## config.mk

```make
export PLATFORM = sky130hd
export DESIGN_NAME = bgr_to_hsv_converter
export DESIGN_NICKNAME = d
export VERILOG_FILES = /design/src/hdl/bhc_pkg.sv /design/src/hdl/bhc_front.sv /design/src/hdl/bhc_div_cell.sv /design/src/hdl/bhc_back.sv /design/src/hdl/bgr_to_hsv_converter.sv
export SDC_FILE = /design/constraint.sdc
export NUM_CORES = 2
export LEC_CHECK = 0
export ABC_CLOCK_PERIOD_IN_PS = 9100
export BUFFER_PORTS_ARGS = -buffer_cell sky130_fd_sc_hd__buf_4
export CAP_MARGIN = 15
export CORE_AREA = 2 2 262 264
export CTS_CLUSTER_DIAMETER = 30
export CTS_CLUSTER_SIZE = 24
export DETAILED_ROUTE_END_ITERATION = 6
export DIE_AREA = 0 0 264 266
export GPL_TIMING_DRIVEN = 0
export HOLD_SLACK_MARGIN = 0.12
export PLACE_DENSITY = 0.75
export SYNTH_ARGS = -nofsm -noshare
export SYNTH_HDL_FRONTEND = slang
export SYNTH_SLANG_ARGS = --single-unit
```

## constraint.sdc

```tcl
create_clock -name i_clk -period 9.1 [get_ports i_clk]
set_input_delay 0.455 -clock i_clk [delete_from_list [all_inputs] [get_ports i_clk]]
set_output_delay 0.455 -clock i_clk [all_outputs]
set_load 0.05 [all_outputs]
```

## src/hdl/bhc_pkg.sv

```systemverilog
`timescale 1ns / 1ps
// ============================================================================
// BGR to HSV converter package
// Shared types and constants for the pixel color space converter.
// ============================================================================
package bhc_pkg;

    localparam int unsigned CHAN_W    = 8;
    localparam int unsigned HUE_W     = 17;
    localparam int unsigned SAT_W     = 16;
    localparam int unsigned QUO_W     = 16;
    localparam int unsigned STEPS     = 16;
    localparam int unsigned SAT_NUM_W = 23;
    localparam int unsigned HUE_NUM_W = 22;
    localparam int unsigned SAT_FRAC  = 15;

    // 60 degrees in hue units (8 fraction bits), as 15 << 10.
    localparam logic [3:0] HUE_UNIT_HI    = 4'd15;
    localparam int unsigned HUE_UNIT_SHIFT = 10;

    localparam logic [HUE_W-1:0] HUE_BASE_BLUE  = 17'd61440;
    localparam logic [HUE_W-1:0] HUE_BASE_GREEN = 17'd30720;
    localparam logic [HUE_W-1:0] HUE_BASE_WRAP  = 17'd92160;
    localparam logic [HUE_W-1:0] HUE_BASE_RED   = 17'd0;

    typedef struct packed {
        logic [CHAN_W-1:0] blue;
        logic [CHAN_W-1:0] green;
        logic [CHAN_W-1:0] red;
    } t_pixel;

    typedef struct packed {
        logic [HUE_W-1:0]  hue_deg_q8;
        logic [SAT_W-1:0]  saturation_q15;
        logic [CHAN_W-1:0] brightness;
    } t_hsv;

    // Working set of one pixel as it moves along the divider chain.
    typedef struct packed {
        logic [CHAN_W-1:0]    sat_div;
        logic [CHAN_W-1:0]    sat_rem;
        logic [SAT_NUM_W-1:0] sat_num;
        logic [QUO_W-1:0]     sat_quo;
        logic [CHAN_W-1:0]    hue_div;
        logic [CHAN_W-1:0]    hue_rem;
        logic [HUE_NUM_W-1:0] hue_num;
        logic [QUO_W-1:0]     hue_quo;
        logic [HUE_W-1:0]     hue_base;
        logic                 hue_neg;
        logic                 hue_zero;
        logic                 sat_zero;
    } t_lane;

endpackage

```

## src/hdl/bhc_front.sv

```systemverilog
`timescale 1ns / 1ps
// ============================================================================
// BGR to HSV front end
// Finds max, min and the hue sector, and loads the dividers of the chain.
// ============================================================================
module bhc_front
    import bhc_pkg::*;
(
    input  logic   i_clk,
    input  logic   i_rst_n,
    input  logic   i_valid,
    input  t_pixel i_pixel,
    output logic   o_valid,
    output t_lane  o_lane
);

    logic              r_valid;
    t_lane             r_lane;
    t_lane             n_lane;
    logic [CHAN_W-1:0] mx;
    logic [CHAN_W-1:0] mn;
    logic [CHAN_W-1:0] d;
    logic [CHAN_W-1:0] pos;
    logic [CHAN_W-1:0] neg;
    logic [CHAN_W-1:0] mag;
    logic [11:0]       mag15;

    always_comb begin
        mx = i_pixel.blue;
        mn = i_pixel.blue;
        if (i_pixel.green > mx) mx = i_pixel.green;
        if (i_pixel.red > mx)   mx = i_pixel.red;
        if (i_pixel.green < mn) mn = i_pixel.green;
        if (i_pixel.red < mn)   mn = i_pixel.red;
        d = mx - mn;

        // Sector choice follows the tie order: blue, then green, then red.
        if (mx == i_pixel.blue) begin
            pos = i_pixel.red;
            neg = i_pixel.green;
            n_lane.hue_base = HUE_BASE_BLUE;
        end else if (mx == i_pixel.green) begin
            pos = i_pixel.blue;
            neg = i_pixel.red;
            n_lane.hue_base = HUE_BASE_GREEN;
        end else begin
            pos = i_pixel.green;
            neg = i_pixel.blue;
            n_lane.hue_base = (i_pixel.green < i_pixel.blue) ? HUE_BASE_WRAP : HUE_BASE_RED;
        end
        n_lane.hue_neg = (pos < neg);
        mag   = n_lane.hue_neg ? (neg - pos) : (pos - neg);
        mag15 = 12'(mag) * 12'(HUE_UNIT_HI);

        n_lane.sat_div  = mx;
        n_lane.sat_num  = {d, {SAT_FRAC{1'b0}}};
        n_lane.sat_rem  = CHAN_W'(n_lane.sat_num[SAT_NUM_W-1:QUO_W]);
        n_lane.sat_quo  = '0;
        n_lane.hue_div  = d;
        n_lane.hue_num  = {mag15, {HUE_UNIT_SHIFT{1'b0}}};
        n_lane.hue_rem  = CHAN_W'(n_lane.hue_num[HUE_NUM_W-1:QUO_W]);
        n_lane.hue_quo  = '0;
        n_lane.hue_zero = (d == '0);
        n_lane.sat_zero = (mx == '0);
    end

    always_ff @(posedge i_clk) begin
        if (!i_rst_n) begin
            r_valid <= 1'b0;
        end else begin
            r_valid <= i_valid;
        end
    end

    always_ff @(posedge i_clk) begin
        r_lane <= n_lane;
    end

    assign o_valid = r_valid;
    assign o_lane  = r_lane;

endmodule

```

## src/hdl/bhc_div_cell.sv

```systemverilog
`timescale 1ns / 1ps
// ============================================================================
// BGR to HSV divider cell
// One restoring step of both the saturation and the hue division.
// ============================================================================
module bhc_div_cell
    import bhc_pkg::*;
#(
    parameter int unsigned STEP = 15
) (
    input  logic  i_clk,
    input  logic  i_rst_n,
    input  logic  i_valid,
    input  t_lane i_lane,
    output logic  o_valid,
    output t_lane o_lane
);

    logic            r_valid;
    t_lane           r_lane;
    t_lane           n_lane;
    logic [CHAN_W:0] sat_try;
    logic [CHAN_W:0] hue_try;

    always_comb begin
        n_lane  = i_lane;
        sat_try = {i_lane.sat_rem, i_lane.sat_num[STEP]};
        hue_try = {i_lane.hue_rem, i_lane.hue_num[STEP]};

        if (sat_try >= {1'b0, i_lane.sat_div}) begin
            n_lane.sat_rem       = CHAN_W'(sat_try - {1'b0, i_lane.sat_div});
            n_lane.sat_quo[STEP] = 1'b1;
        end else begin
            n_lane.sat_rem = sat_try[CHAN_W-1:0];
        end

        if (hue_try >= {1'b0, i_lane.hue_div}) begin
            n_lane.hue_rem       = CHAN_W'(hue_try - {1'b0, i_lane.hue_div});
            n_lane.hue_quo[STEP] = 1'b1;
        end else begin
            n_lane.hue_rem = hue_try[CHAN_W-1:0];
        end
    end

    always_ff @(posedge i_clk) begin
        if (!i_rst_n) begin
            r_valid <= 1'b0;
        end else begin
            r_valid <= i_valid;
        end
    end

    always_ff @(posedge i_clk) begin
        r_lane <= n_lane;
    end

    assign o_valid = r_valid;
    assign o_lane  = r_lane;

endmodule

```

## src/hdl/bhc_back.sv

```systemverilog
`timescale 1ns / 1ps
// ============================================================================
// BGR to HSV back end
// Adds the sector base to the hue quotient and registers the result beat.
// ============================================================================
module bhc_back
    import bhc_pkg::*;
(
    input  logic  i_clk,
    input  logic  i_rst_n,
    input  logic  i_valid,
    input  t_lane i_lane,
    output logic  o_valid,
    output t_hsv  o_hsv
);

    logic             r_valid;
    t_hsv             r_hsv;
    t_hsv             n_hsv;
    logic [HUE_W-1:0] quo;

    always_comb begin
        quo = HUE_W'(i_lane.hue_quo);
        // The tie order keeps the signed sum inside 0 to 360 degrees.
        if (i_lane.hue_zero) begin
            n_hsv.hue_deg_q8 = '0;
        end else if (i_lane.hue_neg) begin
            n_hsv.hue_deg_q8 = i_lane.hue_base - quo;
        end else begin
            n_hsv.hue_deg_q8 = i_lane.hue_base + quo;
        end
        n_hsv.saturation_q15 = i_lane.sat_zero ? '0 : i_lane.sat_quo;
        n_hsv.brightness     = i_lane.sat_div;
    end

    always_ff @(posedge i_clk) begin
        if (!i_rst_n) begin
            r_valid <= 1'b0;
        end else begin
            r_valid <= i_valid;
        end
    end

    always_ff @(posedge i_clk) begin
        r_hsv <= n_hsv;
    end

    assign o_valid = r_valid;
    assign o_hsv   = r_hsv;

endmodule

```

## src/hdl/bgr_to_hsv_converter.sv

```systemverilog
`timescale 1ns / 1ps
// ============================================================================
// BGR to HSV converter
// Converts one 8-bit blue, green, red pixel per clock to hue, saturation, value.
// ============================================================================
// Usage:
// A pixel beat enters on i_pixel when start is high and busy is low. busy is
// held low at all times, so a new pixel may enter on every clock.
// Each pixel produces exactly one result beat on o_hsv, marked by o_valid
// for a single cycle, once the front, cell and output stages have registered it.
// The receiver must take the beat in that cycle; there is no back pressure.
// Throughput is one pixel per clock. Each pixel passes through the divider
// chain: one front stage for max/min and sector choice, sixteen cells that
// each produce one quotient bit of both the saturation and the hue division,
// and one output stage that adds the hue sector base.
// Pixels are independent, so several (up to 18) are in flight at once.
// A synchronous reset clears every valid flag in the chain; pixels in flight
// are dropped and no result beat appears until new pixels are accepted.
// ============================================================================
module bgr_to_hsv_converter
    import bhc_pkg::*;
(
    input  logic   i_clk,
    input  logic   i_rst_n,
    input  logic   start,
    output logic   busy,
    input  t_pixel i_pixel,
    output logic   o_valid,
    output t_hsv   o_hsv
);

    // Valid flags and working sets between the stages of the chain.
    logic  chain_valid [STEPS+1];
    t_lane chain_lane  [STEPS+1];
    logic  accept;

    // The chain never stalls, so the block is always ready.
    assign busy   = 1'b0;
    assign accept = start && !busy;

    // Front stage: max, min, difference and hue sector.
    bhc_front u_front (
        .i_clk   (i_clk),
        .i_rst_n (i_rst_n),
        .i_valid (accept),
        .i_pixel (i_pixel),
        .o_valid (chain_valid[0]),
        .o_lane  (chain_lane[0])
    );

    // Divider chain: cell k resolves quotient bit STEPS-1-k of both divisions.
    for (genvar k = 0; k < STEPS; k++) begin : g_cell
        bhc_div_cell #(
            .STEP (STEPS - 1 - k)
        ) u_cell (
            .i_clk   (i_clk),
            .i_rst_n (i_rst_n),
            .i_valid (chain_valid[k]),
            .i_lane  (chain_lane[k]),
            .o_valid (chain_valid[k+1]),
            .o_lane  (chain_lane[k+1])
        );
    end

    // Output stage: hue sector base plus signed quotient, special cases.
    bhc_back u_back (
        .i_clk   (i_clk),
        .i_rst_n (i_rst_n),
        .i_valid (chain_valid[STEPS]),
        .i_lane  (chain_lane[STEPS]),
        .o_valid (o_valid),
        .o_hsv   (o_hsv)
    );

endmodule
```

==> metrics <==
Slew HR 0.418; fillers 5048; Ys Warns 0; critical path required time 9.75 ns; Hold Path Stages 3; Post-Layout Cell Count 4629; pin count of the biggest net entering global routing 17; status complete, no violations; Worst R2R Start g_cell[15].u_cell.o_lane[27]$_DFF_P_; worst path arrival time between 9 and 10 ns; layout cells sized above 1 0.158; Root Driver clkbuf_16; Starting DRT DRC Count 771; DRC violations left 0; post-layout net count 4014; die area 0.0702 mm²; total number of vias 23.0k; post-detailed-route via-to-cell ratio 4.97; Hold Path Origin i_pixel[7]; Antenna Cells 0; clk sinks 998; FF+latch count, synth between 900 and 1k; Final Wtd Congestion 0.914; port bufs 61; most frequent CP cell ha_1; top post-synthesis cells by area dfxtp_1 53%, ha_1 11%, mux2_2 5.4%; Max Cap Viol 0; R2R cell count 10; Distinct cells, synth 71; WS Path Type input port to register; period utilisation layout 0.958; final hold vios 0; Post-synth EDFFs 0; reg-to-reg slack, setup around 6 ns; Post-synth ARST share 0; FMAX 115 MHz; WHS between 0.15 and 0.2 ns; Mapped Cells around 3.4k; DP HPWL ~42000 µm; Setup Skew between 0.02 and 0.03 ns; crit path launch type input port; first-pass iteration count of the detailed router 4; Setup crit end kind register; worst skew pair latency 0.73 ns; Max Transition Viols Final 0; die height 266 µm; routed wire length 61000 µm; final setup vio count 0; Avg Cell Area, Syn roughly 11 µm²; Crit path largest cell delay 0.54 ns; gr ovfl total 0; R2R Path End u_back.o_hsv[39]$_SDFF_PP0_; CTS tree built; sequential-to-total area share from yosys stat 0.533; Final min period 8.71 ns; Area Growth Syn to Fin 18.8%; final core utilization 0.658; vias in the first global route 24.0k; syn nets 3792; row cnt 96; CP max stage cell fa_1; largest area contributor in the netlist dfxtp_1; global-route wire length before repair 104000 µm; Bufs on Longest Clock Path 3; Core Region 0.0677 mm²; Die Width 264 µm; GRT Total Usage 0.177; Final ANT Viol Nets 0; HP Class input port to register; total CTS buffers 151; most numerous cell in the Yosys netlist dfxtp_1; commonest cells in the netlist 998 x dfxtp_1, 423 x inv_1, 321 x ha_1; Worst Path Max Fanout 10; Post-Syn Area 0.0375 mm²; H-tree depth 4; ys flop type dfxtp_1; Routed wire per std cell 13.2 µm; initial antenna violation count 0; clock slew at reported path FFs ~0.05 ns; post-synth top area share 0.533; Slew @ Worst Pin 0.873 ns; placed insts 4342; io pins 70; starting density of the core 0.554; hold path endpoint u_front.o_lane[128]$_DFF_P_
-- worst max-delay path: cells and delay by family --
family,cells,cell delay [ns]
buffers and inverters,9,1.51
and+or+nand+nor,5,0.64
xor gates and xnor gates,2,0.40
muxes,3,0.83
AOI/OAI and AO/OA,15,2.93
adders and majority gates,7,2.57
-- timing repair --
action / CTS / global route
hold buffers: 2 / 0
pin swaps: 0 / 3
setup endpoints to repair: 6 / 5
endpoints found under the hold margin: 9 / 0
buffers inserted: 0 / 6
gates resized for setup: 9 / 19
-- routing by layer --
layer	vias up	part of all wire	track usage
li1	11800	-	-
met1	10700	0.39	0.176
met2	301	0.54	0.345
met3	159	0.034	0.0425
met4	0	0.031	0.0794
met5	-	0	0
-- layout make-up --
class	instances	area [µm²]	area share
flip-flops and latches	998	20000	0.448
multi-input cells	1937	15800	0.356
clock buffers	171	3950	0.0887
inverters	423	1590	0.0356
clock inverters	108	1380	0.0309
well taps	882	1100	0.0248
repair buffers	69	523	0.0117
plain buffers	41	194	0.00435
-- sequential cells by signal, indices dropped and copies added (netlist names) --
name	cells
g_cell.u_cell.o_lane	903
u_front.o_lane	36
u_back.o_valid	1
g_cell.u_cell.o_valid	16
u_back.o_hsv	41
u_front.o_valid	1
-- through the flow --
stage	worst slack, ns	instance area (µm²)	setup TNS (ns)
floorplan	0.0325	37500	0
global placement	-1.42	39100	-7.70
detailed placement	-1.44	39100	-7.98
CTS	0.000957	44500	0
global route	-0.0427	44600	-0.0681
finish	0.386	44600	0
-- placed cells by master, fill, tap and decap left out, types with 36 or more instances in the layout --
cell type / synthesis / layout
nor2_1: 222 / 222
a21boi_0: 57 / 57
a21o_1: 41 / 41
o21a_1: 70 / 70
nor3_1: 43 / 43
nand2_1: 83 / 83
nand4_1: 40 / 40
mux2i_1: 73 / 68
fa_1: 45 / 45
nor2b_1: 91 / 91
mux2_2: 179 / 179
xor2_1: 60 / 59
o21ai_0: 146 / 146
nand2b_1: 36 / 36
inv_1: 423 / 423
a21oi_1: 105 / 102
xnor2_1: 129 / 129
ha_1: 321 / 321
dfxtp_1: 998 / 998
clkbuf_16: 0 / 151
buf_4: 2 / 71
-- worst max-delay path by stage --
stage / slack (ns) / depth (start not counted) / to / start
after floorplan: 0.03 / 41 / u_front.o_lane[63]$_DFF_P_ / i_pixel[17]
after global placement: -1.42 / 41 / u_front.o_lane[63]$_DFF_P_ / i_pixel[17]
after detailed placement: -1.44 / 41 / u_front.o_lane[63]$_DFF_P_ / i_pixel[17]
after CTS: 0.001 / 40 / u_front.o_lane[63]$_DFF_P_ / i_pixel[22]
after global routing: -0.04 / 42 / u_front.o_lane[62]$_DFF_P_ / i_pixel[17]
final: 0.39 / 41 / u_front.o_lane[63]$_DFF_P_ / i_pixel[17]
-- cells by family (layout without fill, tap and decap cells) --
family | after synthesis | after routing | share of synthesized area
other | 1 | 1 | 0.000100
and+or+nand+nor | 636 | 636 | 0.0851
xor gates and xnor gates | 189 | 189 | 0.0441
adders and majority gates | 366 | 366 | 0.131
buffers and inverters | 464 | 812 | 0.0469
muxes | 252 | 252 | 0.0732
DFF | 998 | 998 | 0.533
AOI/OAI and AO/OA | 493 | 493 | 0.0869
Power is not shown: default switching activity piles up to over one toggle a cycle in this logic, so the estimate is an artifact.
